==> config.mk <==
export PLATFORM = sky130hd
export DESIGN_NAME = double_ended_queue
export DESIGN_NICKNAME = d
export VERILOG_FILES = /design/src/sv/deq_pkg.sv /design/src/sv/double_ended_queue.sv /design/src/sv/deq_cell.sv
export VERILOG_INCLUDE_DIRS = /design/src /design/src/sv
export SDC_FILE = /design/constraint.sdc
export NUM_CORES = 2
export LEC_CHECK = 0
export ABC_AREA = 1
export BUFFER_PORTS_ARGS = -buffer_cell sky130_fd_sc_hd__buf_2
export CORE_MARGIN = 2
export CORE_UTILIZATION = 40
export DETAILED_ROUTE_END_ITERATION = 16
export PLACE_DENSITY = 0.58
export SLEW_MARGIN = 20
export SYNTH_ARGS = -nofsm -noshare
export SYNTH_HDL_FRONTEND = slang
export SYNTH_SLANG_ARGS = --single-unit
==> constraint.sdc <==
create_clock -name clk -period 7.1 [get_ports clk]
set_clock_uncertainty 0.1 [all_clocks]
set_input_delay 2.13 -clock clk [delete_from_list [all_inputs] [get_ports clk]]
set_output_delay 2.13 -clock clk [all_outputs]
set_load 0.005 [all_outputs]
==> src/sv/double_ended_queue_defines.svh <==
// Assertion macros for the double-ended queue.
`ifndef DOUBLE_ENDED_QUEUE_DEFINES_SVH
`define DOUBLE_ENDED_QUEUE_DEFINES_SVH

// Check that cond holds in the same cycle as trig.
`define DEQ_ASSERT_SAME(lbl, trig, cond, msg) \
	lbl: assert property (@(posedge clk) disable iff (!arst_n) (trig) |-> (cond)) \
		else $error(msg);

// Check that cond holds in the cycle after trig.
`define DEQ_ASSERT_NEXT(lbl, trig, cond, msg) \
	lbl: assert property (@(posedge clk) disable iff (!arst_n) (trig) |=> (cond)) \
		else $error(msg);

`endif

==> src/sv/deq_pkg.sv <==
// Shared types and codes for the double-ended queue.
package deq_pkg;

	typedef logic signed [31:0] data_t;
	typedef logic [2:0] action_t;
	typedef logic [1:0] status_t;

	localparam action_t ACT_PUSH_FRONT = 3'd0;
	localparam action_t ACT_PUSH_BACK  = 3'd1;
	localparam action_t ACT_POP_FRONT  = 3'd2;
	localparam action_t ACT_POP_BACK   = 3'd3;
	localparam action_t ACT_LIST       = 3'd4;
	localparam action_t ACT_CLEAR      = 3'd5;

	localparam status_t ST_DONE  = 2'd0;
	localparam status_t ST_EMPTY = 2'd1;
	localparam status_t ST_FULL  = 2'd2;

	// Operation broadcast to every cell; at most one bit is set.
	typedef struct packed {
		logic push_front;
		logic push_back;
		logic pop_front;
		logic pop_back;
		logic rotate;
		logic clear;
	} cell_cmd_t;

endpackage

==> src/sv/double_ended_queue.sv <==
// Top level of the double-ended queue: cell row, control and output register.
//
// Usage:
//  - Input channel (in_valid/in_ready) carries one action and a value per
//    transaction: push front, push back, pop front, pop back, list, clear.
//    Codes 6 and 7 are accepted and dropped without a result.
//  - Output channel (out_valid/out_ready) carries value_out, status and last.
//    Every action gives one result except list on a non-empty queue, which
//    gives one result per stored entry, front to back, last set on the final.
//  - Entries live in a row of DEPTH cells, front at cell 0. Push front and
//    pop front shift the whole row by one cell; push back fills only the cell
//    after the tail and pop back empties only the tail cell. List rotates the
//    row one cell per cycle while not stalled; count steps restore its order.
//  - A push, pop, clear or empty-list result appears in the cycle after its
//    transaction is accepted; a list first sets listing_q, then loads the
//    entries into the output register in turn as each held result is taken.
//    A new push, pop or clear is accepted whenever the output register can
//    take a result; during a list in_ready is low until the last entry.
//  - A stalled receiver holds the output register; in_ready drops until the
//    held result is taken, so nothing is lost or repeated.
//  - Reset empties the queue at once; no clearing pass is needed.
`include "double_ended_queue_defines.svh"

module double_ended_queue #(
	parameter int DEPTH = 16
) (
	input  logic             clk,
	input  logic             arst_n,
	input  logic             in_valid,
	output logic             in_ready,
	input  deq_pkg::action_t action,
	input  deq_pkg::data_t   value,
	output logic             out_valid,
	input  logic             out_ready,
	output deq_pkg::data_t   value_out,
	output deq_pkg::status_t status,
	output logic             last
);
	import deq_pkg::*;

	localparam int CW = $clog2(DEPTH + 1);

	// Cell row
	data_t     cell_data  [DEPTH];
	logic      cell_valid [DEPTH];
	data_t     right_data [DEPTH];
	logic      right_valid[DEPTH];
	cell_cmd_t cmd;
	logic [DEPTH-1:0] occupied;

	// Control state
	logic [CW-1:0] count_q;
	logic [CW-1:0] count_d;
	logic          listing_q;
	logic [CW-1:0] left_q;
	logic          start_list;

	// Output register
	logic    out_valid_q;
	data_t   value_out_q;
	status_t status_q;
	logic    last_q;

	logic    take;
	logic    in_fire;
	logic    list_step;
	logic    full;
	logic    empty;
	data_t   tail_data;
	logic    load;
	data_t   ld_value;
	status_t ld_status;
	logic    ld_last;

	// Build the row: cell 0 sees the pushed value on its left, the end cell
	// sees an empty neighbor on its right.
	for (genvar g = 0; g < DEPTH; g++) begin : g_cell
		data_t left_data;
		logic  left_valid;

		if (g == 0) begin : g_head
			assign left_data  = value;
			assign left_valid = 1'b1;
		end else begin : g_body
			assign left_data  = cell_data[g-1];
			assign left_valid = cell_valid[g-1];
		end

		if (g == DEPTH - 1) begin : g_end
			assign right_data[g]  = '0;
			assign right_valid[g] = 1'b0;
		end else begin : g_mid
			assign right_data[g]  = cell_data[g+1];
			assign right_valid[g] = cell_valid[g+1];
		end

		deq_cell u_cell (
			.clk        (clk),
			.arst_n     (arst_n),
			.cmd        (cmd),
			.push_value (value),
			.left_data  (left_data),
			.left_valid (left_valid),
			.right_data (right_data[g]),
			.right_valid(right_valid[g]),
			.head_data  (cell_data[0]),
			.data_q     (cell_data[g]),
			.valid_q    (cell_valid[g])
		);
	end

	// Select the tail entry: the one occupied cell whose right neighbor is empty.
	always_comb begin
		tail_data = '0;
		for (int i = 0; i < DEPTH; i++) begin
			if (cell_valid[i] && !right_valid[i]) begin
				tail_data = tail_data | cell_data[i];
			end
		end
	end

	// Gather the occupied flags into one vector for the checks below.
	always_comb begin
		occupied = '0;
		for (int i = 0; i < DEPTH; i++) begin
			occupied[i] = cell_valid[i];
		end
	end

	assign full      = cell_valid[DEPTH-1];
	assign empty     = !cell_valid[0];
	assign take      = !out_valid_q || out_ready;
	assign in_ready  = !listing_q && take;
	assign in_fire   = in_valid && in_ready;
	assign list_step = listing_q && take;

	// Decode the transaction into a row command and a result.
	always_comb begin
		cmd        = '0;
		count_d    = count_q;
		start_list = 1'b0;
		load       = 1'b0;
		ld_value   = '0;
		ld_status  = ST_DONE;
		ld_last    = 1'b1;
		if (list_step) begin
			// emit the head and rotate it to the tail
			cmd.rotate = 1'b1;
			load       = 1'b1;
			ld_value   = cell_data[0];
			ld_last    = (left_q == CW'(1));
		end else if (in_fire) begin
			unique case (action)
				ACT_PUSH_FRONT, ACT_PUSH_BACK: begin
					load = 1'b1;
					if (full) begin
						ld_status = ST_FULL;
					end else begin
						cmd.push_front = (action == ACT_PUSH_FRONT);
						cmd.push_back  = (action == ACT_PUSH_BACK);
						count_d        = count_q + CW'(1);
					end
				end
				ACT_POP_FRONT, ACT_POP_BACK: begin
					load = 1'b1;
					if (empty) begin
						ld_status = ST_EMPTY;
					end else begin
						cmd.pop_front = (action == ACT_POP_FRONT);
						cmd.pop_back  = (action == ACT_POP_BACK);
						ld_value      = (action == ACT_POP_FRONT) ? cell_data[0] : tail_data;
						count_d       = count_q - CW'(1);
					end
				end
				ACT_LIST: begin
					if (empty) begin
						load      = 1'b1;
						ld_status = ST_EMPTY;
					end else begin
						start_list = 1'b1;
					end
				end
				ACT_CLEAR: begin
					cmd.clear = 1'b1;
					load      = 1'b1;
					count_d   = '0;
				end
				default: begin
					// unused codes: drop the transaction
				end
			endcase
		end
	end

	always_ff @(posedge clk or negedge arst_n) begin
		if (!arst_n) begin
			count_q     <= '0;
			listing_q   <= 1'b0;
			left_q      <= '0;
			out_valid_q <= 1'b0;
		end else begin
			count_q <= count_d;
			if (start_list) begin
				listing_q <= 1'b1;
				left_q    <= count_q;
			end else if (list_step) begin
				left_q <= left_q - CW'(1);
				if (left_q == CW'(1)) begin
					listing_q <= 1'b0;
				end
			end
			if (load) begin
				out_valid_q <= 1'b1;
			end else if (out_ready) begin
				out_valid_q <= 1'b0;
			end
		end
	end

	// Payload of the output register; hold while the receiver stalls.
	always_ff @(posedge clk) begin
		if (load) begin
			value_out_q <= ld_value;
			status_q    <= ld_status;
			last_q      <= ld_last;
		end
	end

	assign out_valid = out_valid_q;
	assign value_out = value_out_q;
	assign status    = status_q;
	assign last      = last_q;

	// Assertions
	`DEQ_ASSERT_SAME(a_count_range, 1'b1, count_q <= CW'(DEPTH), "entry count above depth")
	`DEQ_ASSERT_SAME(a_count_row, 1'b1, $countones(occupied) == int'(count_q), "count mismatch")
	`DEQ_ASSERT_SAME(a_list_block, listing_q, !in_ready, "input taken during list")
	`DEQ_ASSERT_NEXT(a_list_end, list_step && left_q == CW'(1), !listing_q && last_q, "list end")

endmodule

==> src/sv/deq_cell.sv <==
// One storage cell of the queue row: an entry and its occupied flag.
module deq_cell (
	input  logic              clk,
	input  logic              arst_n,
	input  deq_pkg::cell_cmd_t cmd,
	input  deq_pkg::data_t    push_value,
	input  deq_pkg::data_t    left_data,
	input  logic              left_valid,
	input  deq_pkg::data_t    right_data,
	input  logic              right_valid,
	input  deq_pkg::data_t    head_data,
	output deq_pkg::data_t    data_q,
	output logic              valid_q
);
	import deq_pkg::*;

	always_ff @(posedge clk) begin
		if (cmd.push_front) begin
			data_q <= left_data;
		end else if (cmd.push_back && !valid_q && left_valid) begin
			data_q <= push_value;
		end else if (cmd.pop_front) begin
			data_q <= right_data;
		end else if (cmd.rotate && valid_q) begin
			// the tail wraps around to take the old head
			data_q <= right_valid ? right_data : head_data;
		end
	end

	always_ff @(posedge clk or negedge arst_n) begin
		if (!arst_n) begin
			valid_q <= 1'b0;
		end else if (cmd.clear) begin
			valid_q <= 1'b0;
		end else if (cmd.push_front) begin
			valid_q <= left_valid;
		end else if (cmd.push_back) begin
			valid_q <= valid_q | left_valid;
		end else if (cmd.pop_front) begin
			valid_q <= right_valid;
		end else if (cmd.pop_back) begin
			valid_q <= valid_q & right_valid;
		end
	end

endmodule
**Word-level counts from Yosys, hierarchy flattened**

Index checks and enable logic that the tools add are counted.

- Register bits: 575
- Input bits: 39
- Output and inout bits: 37
- Word-level logic and storage cells: 423

- $add $sub $neg: 3
- Equal/unequal tests: 8
- Muxes and demuxes: 211
- Bitwise logic cells: 47
- Reduce and logical (&&, ||, !) cells: 115

Operators by type and width:

| kind | number |
|---|---|
| 2-to-1 mux 32 bit | 100 |
| bitwise OR 32 bit | 15 |
| 2-to-1 mux 1 bit | 97 |
| nonzero test 4 bit | 17 |
| logical AND 1 bit | 65 |
| 2-to-1 mux 5 bit | 4 |
| logical NOT 1 bit | 18 |
| AND 1 bit | 15 |
| bitwise OR 1 bit | 15 |
| case mux 5 bit (3 select lines) | 1 |
| 2-to-1 mux 2 bit | 5 |
| subtractor 5 x 1 -> 5 bit, second input constant | 2 |
| 2-to-1 mux 4 bit | 2 |
| == test 3 x 2 -> 1 bit, second input constant | 2 |
| == test 3 bit, second input constant | 2 |
| nonzero test 2 bit | 3 |
| OR reduction 2 bit | 3 |
| adder 5 x 1 -> 5 bit, second input constant | 1 |
| == test 5 x 1 -> 1 bit, second input constant | 1 |
| AND reduction 5 bit | 1 |
| nonzero test 5 bit | 1 |
| OR reduction 5 bit | 1 |
| case mux 2 bit (2 select lines) | 1 |
| AND reduction 2 bit | 2 |
| 9 further kinds | 10 |

**Logic depth before layout (Yosys ltp)**

- Depth in word-level cells: 38
- Gate-level depth with buffers: 12
- Gate-level depth less buffers: 12

**Cells and area by module**

Synthesis repeated with hierarchy kept, for this count alone.

- Cell total of the unflattened synthesis: 6808
- Area, all modules: 43262.7 µm²

Modules (own cells, without submodules):

| module | instances | cells each | area each (µm²) | sequential area each (µm²) |
|---|---|---|---|---|
| deq_cell | 16 | 332 | 2220.9 | 985.9 |
| double_ended_queue | 1 | 1496 | 7728.7 | 1351.3 |

**Worst setup path before layout**

Ideal clock, no wire load.

- Kind: input port to flip-flop
- Start: input out_ready
- End: register g_cell[0].u_cell.data_q[0] (enable)
- Library setup time: 0.431 ns
- Arrival time: 4.323 ns
- Data required time: 6.569 ns
- Path slack: 2.247 ns
- Cell stages on the path: 7
- Buffers on the path: 1
- Cells stage by stage: inv_1 nand2_1 nand2_1 inv_1 clkbuf_1 nand2_1 o211ai_1

- Word-level cells in the longest chain between the ends: 8
- Elaborated cells between the ends (all ways): 12
- Classes of those cells: 3 x mux; 9 x reduce/logical

RTL lines:

| item | line | text |
|---|---|---|
| from (decl) | double_ended_queue.sv:34 | `input logic out_ready,` |
| logical OR 1 bit (*) | double_ended_queue.sv:132 | `assign take = !out_valid_q \|\| out_ready;` |
| logical AND 1 bit | double_ended_queue.sv:133 | `assign in_ready = !listing_q && take;` |
| logical AND 1 bit | double_ended_queue.sv:134 | `assign in_fire = in_valid && in_ready;` |
| 2-to-1 mux 4 bit | double_ended_queue.sv:152 | `end else if (in_fire) begin` |
| 2-to-1 mux 4 bit | double_ended_queue.sv:146 | `if (list_step) begin` |
| logical AND 1 bit | deq_cell.sv:20 | `end else if (cmd.push_back && !valid_q && left_valid) begin` |
| nonzero test 4 bit (no source line) | - |  |
| AND reduction 2 bit (no source line) (*) | - |  |
| to (signal assigned) | deq_cell.sv:19 | `data_q <= left_data;` |
| to (signal assigned) | deq_cell.sv:21 | `data_q <= push_value;` |
| to (signal assigned) | deq_cell.sv:23 | `data_q <= right_data;` |
| to (decl) | deq_cell.sv:12 | `output deq_pkg::data_t data_q,` |

Every way passes the cells marked *; elsewhere a longest branch is shown, timed or not.
A chain may end at the register's enable or synchronous reset.

**Worst setup path after layout**

- Start: input out_ready
- End: register g_cell[3].u_cell.data_q[16], data pin

- Word-level cells in the longest chain between the ends: 9
- Elaborated cells between the ends (all ways): 11
- Classes of those cells: 5 x mux; 6 x reduce/logical

RTL lines:

| item | line | text |
|---|---|---|
| logical OR 1 bit (*) | double_ended_queue.sv:132 |  |
| logical AND 1 bit | double_ended_queue.sv:133 |  |
| logical AND 1 bit | double_ended_queue.sv:134 |  |
| 2-to-1 mux 4 bit | double_ended_queue.sv:152 |  |
| 2-to-1 mux 4 bit (*) | double_ended_queue.sv:146 |  |
| logical AND 1 bit (2 in series) | deq_cell.sv:20 |  |
| 2-to-1 mux 32 bit | deq_cell.sv:20 |  |
| 2-to-1 mux 32 bit (*) | deq_cell.sv:18 | `if (cmd.push_front) begin` |
| to (signal assigned) | deq_cell.sv:19 |  |
| to (signal assigned) | deq_cell.sv:21 |  |
| to (signal assigned) | deq_cell.sv:23 |  |
| to (decl) | deq_cell.sv:12 |  |

Marks and branches as above.

==> impl_results.md <==
* Status: finished, final reports clean
* CTS Hold Bufs at 0
* Met2 usage at 52.8%
* CP Max Fanout at 32
* Non-Filler Instances at 7,890
* Nature of the critical path endpoint: register
* Final WL at 205,000 um
* VDD IR max at 0.000295 V
* R2R Setup Slk at 2.75 ns
* Register area share after synthesis at 39.8%
* Max-Cap Viols at 0
* Crit Reg-Reg Endpoint: g_cell[10].u_cell.data_q[5]
* Final hold violation count at 0
* Clock-pin transition on the worst setup and hold timing paths at 0.06 ns
* CTS max path bufs at 3
* Kind of critical path: primary input to register
* Synth warnings at 0
* CP max stage cell: inv_2
* Cell Pwr Density at 360 nW/um2
* Setup violators final at 0
* Clock Root Buffer: clkbuf_16
* Syn Std Cell Area at 43,000 um2
* Cells after Synth at 6,714
* Layout cells sized above 1 at 5.52%
* Grt met3 use at 9.10%
* RSZ-0062 raised after global routing: false
* Die Ht at 332 um
* Crit-path cells: buf_2, inv_1, nand2_1, nand3_2, nor2_4, nand2_2, inv_2, nand2_1, nand3_1, o21ai_1
* Die X at 332 um
* Routed wire per std cell at 25.9 um
* Starting DRT DRC Count at 8,270
* Data arrival, critical path at 5.50 ns
* HPWL after DPL at 115,000 um
* Seq cells post-synth at 575
* Area after DPL at 43,900 um2
* Fin area at 46,200 um2
* Leakage power at 19.8 nW
* Tot Pwr at 16.6 mW
* Logic pwr share at 43.5%
* Placer Congestion at 0.924
* Largest net degree at the start of global routing at 176
* Most used cell along the critical path: nand2_1
* Die area at 110,000 um2
* Fill count at 11,100
* Total negative slack at 0 ns
* Vias/cell at 6.04
* Sw frac at 45.6%
* Final design utilization at 43.2%
* Flop pwr share at 34.0%
* End of the critical path: g_cell[3].u_cell.data_q[16]
* Initial Util at 40.3%
* Switching power at 7.58 mW
* Final ANT Viol Nets at 0
* Rel. slew slack at 16.8%
* Worst setup SP type: primary input
* Number of max-slew violations in the final report at 0
* Via count at 47,600
* Nets at 6,470
* Fmax at 0.191 GHz
* Cell total after placement at 7,754
* # resized after CTS at 0
* Number of buffers added on ports at 75
* Minimum clock period at 5.24 ns
* Ports at 76
* H-tree levels at 3
* Initial antenna violation count at 16
* Cell-internal power at 9.04 mW
* Remaining Overflow, GRT at 0
* Max stage delay on crit path at 1.05 ns
* Number of post-CTS setup repair buffers at 0
* Syn Area/Cell at 6.41 um2
* Required time worst endpoint at 7.36 ns
* R2R depth at 10
* Met1 GRT Util at 48.2%
* TritonRoute pass-1 iters at 6
* Origin of the worst setup path: out_ready
* Vias in the first global route at 42,100
* CTS tree: yes
* Clock share of power at 22.5%
* Area Growth Syn to Fin at 7.30%
* Row count at 120
* Worst slew pin tran at 1.25 ns
* Skew-Pair Late Insertion Delay at 0.65 ns
* Clock Sinks at 575
* Worst R2R Start: g_cell[9].u_cell.valid_q
* Min-delay worst type: register to register
* Final worst-path cycle share at 73.8%
* Global-route wire length before repair at 295,000 um
* CTS Buf Count at 72
* Core area at 107,000 um2
* Most used routing layer: met2
* Synth cell types at 31
* DRC viols at 0
* Overall routing resource usage at 35.9%
* Syn_nets at 6,759
-- critical path, delay by kind of cell --
| family | cells | cell delay (ns) |
|---|---|---|
| simple gates | 6 | 2.11 |
| compound gates | 1 | 0.07 |
| buf+inv | 3 | 1.16 |
-- power groups by stage --
stage	sequential [mW]	clock, mW	combinational (mW)
floorplan	5.41	0	4.54
global placement	5.67	0	6.82
detailed placement	5.68	0	6.93
CTS	5.61	3.73	6.95
global route	5.72	3.84	7.84
finish	5.64	3.74	7.23
-- registers in the layout (all words and copies together) (netlist names) --
| signal | count |
|---|---|
| out_valid | 1 |
| last | 1 |
| value_out | 32 |
| count_q | 5 |
| listing_q | 1 |
| status | 2 |
| g_cell.u_cell.valid_q | 16 |
| left_q | 5 |
| g_cell.u_cell.data_q | 512 |
-- how the worst min path moves through the flow --
stage / from / end / slack [ns] / cells past startpoint
detailed placement: left_q[4] / left_q[4] / 0.38 / 2
global route: count_q[4] / count_q[4] / 0.44 / 2
CTS: left_q[4] / left_q[4] / 0.40 / 2
floorplan: left_q[4] / left_q[4] / 0.36 / 2
global placement: left_q[4] / left_q[4] / 0.38 / 2
finish: left_q[4] / left_q[4] / 0.39 / 2
-- logic make-up (layout without fill, tap and decap cells) --
family	after synthesis	in the layout	synth area share (%)
other	0	7	0
flip-flops	575	575	39.8
XOR/XNOR	3	3	0.0611
buffers and inverters	720	486	7.03
AND/OR/NAND/NOR	4629	4629	43.7
AO/OA/AOI/OAI	781	781	9.21
adder cells (fa/ha/maj)	6	6	0.192
-- Yosys cell counts --
| library cell | count | area share (%) |
|---|---|---|
| nand2_1 | 3333 | 29 |
| o21ai_0 | 674 | 7.8 |
| o22ai_1 | 2 | 0.029 |
| nand3_1 | 1058 | 12 |
| nand4_1 | 8 | 0.12 |
| nand3b_1 | 1 | 0.017 |
| nand3_2 | 7 | 0.16 |
| clkbuf_1 | 318 | 2.8 |
| nand2_2 | 8 | 0.12 |
| inv_2 | 16 | 0.14 |
| buf_2 | 138 | 1.6 |
| o21a_1 | 1 | 0.017 |
| nor2_1 | 204 | 1.8 |
| xnor2_1 | 1 | 0.020 |
| edfxtp_1 | 547 | 38 |
| o211ai_1 | 17 | 0.30 |
| ha_1 | 5 | 0.15 |
| fa_1 | 1 | 0.047 |
| nor2_4 | 1 | 0.026 |
| dfrtp_1 | 28 | 1.6 |
| o221ai_1 | 2 | 0.041 |
| buf_1 | 59 | 0.51 |
| o21ai_1 | 33 | 0.38 |
| nor3_1 | 3 | 0.035 |
| buf_6 | 1 | 0.026 |
| buf_4 | 38 | 0.66 |
| xor2_1 | 2 | 0.041 |
| a21oi_1 | 52 | 0.60 |
| inv_1 | 150 | 1.3 |
| and3_1 | 1 | 0.015 |
| nor2_2 | 5 | 0.073 |
-- cell type report --
type / instances / area (um2) / share of cell area [%]
Multi-Input combinational cell: 5419 / 23000 / 49.8
Timing Repair Buffer: 191 / 1370 / 2.97
Inverter: 166 / 642 / 1.39
Clock buffer: 104 / 2040 / 4.41
Clock inverter: 25 / 204 / 0.442
Tap cell: 1403 / 1760 / 3.80
Antenna cell: 7 / 17.5 / 0.0379
Sequential cell: 575 / 17200 / 37.1
-- per-stage QoR --
step / hold WS [ns] / setup slack, ns
global route: 0.439 / 1.82
floorplan: 0.359 / 2.25
finish: 0.393 / 1.86
CTS: 0.398 / 2.07
global placement: 0.384 / 1.50
detailed placement: 0.384 / 1.40
-- layout by cell type (no fill, tap or decap), types with 2 or more instances in the layout --
cell / Yosys / layout
a21oi_1: 52 / 52
buf_12: 0 / 10
buf_2: 138 / 75
buf_4: 38 / 106
bufinv_16: 0 / 3
clkbuf_1: 318 / 25
clkbuf_16: 0 / 76
clkbuf_8: 0 / 3
clkinv_1: 0 / 12
clkinv_2: 0 / 9
dfrtp_1: 28 / 14
dfrtp_2: 0 / 11
dfrtp_4: 0 / 3
diode_2: 0 / 7
edfxtp_1: 547 / 547
ha_1: 5 / 5
inv_1: 150 / 145
inv_2: 16 / 16
inv_8: 0 / 2
nand2_1: 3333 / 3328
nand2_2: 8 / 13
nand3_1: 1058 / 1057
nand3_2: 7 / 8
nand4_1: 8 / 8
nor2_1: 204 / 191
nor2_2: 5 / 5
nor2_4: 1 / 14
nor3_1: 3 / 3
o211ai_1: 17 / 17
o21ai_0: 674 / 674
o21ai_1: 33 / 33
o221ai_1: 2 / 2
o22ai_1: 2 / 2
xor2_1: 2 / 2
-- metal layers --
layer	part of all wire (%)	up-vias	wire [um]
li1	-	21400	-
met1	37	21900	75500
met2	42	3598	86400
met3	15	691	30200
met4	6.1	6	12400
met5	0.020	-	40
No activity file was read; power rests on OpenSTA's default activity.
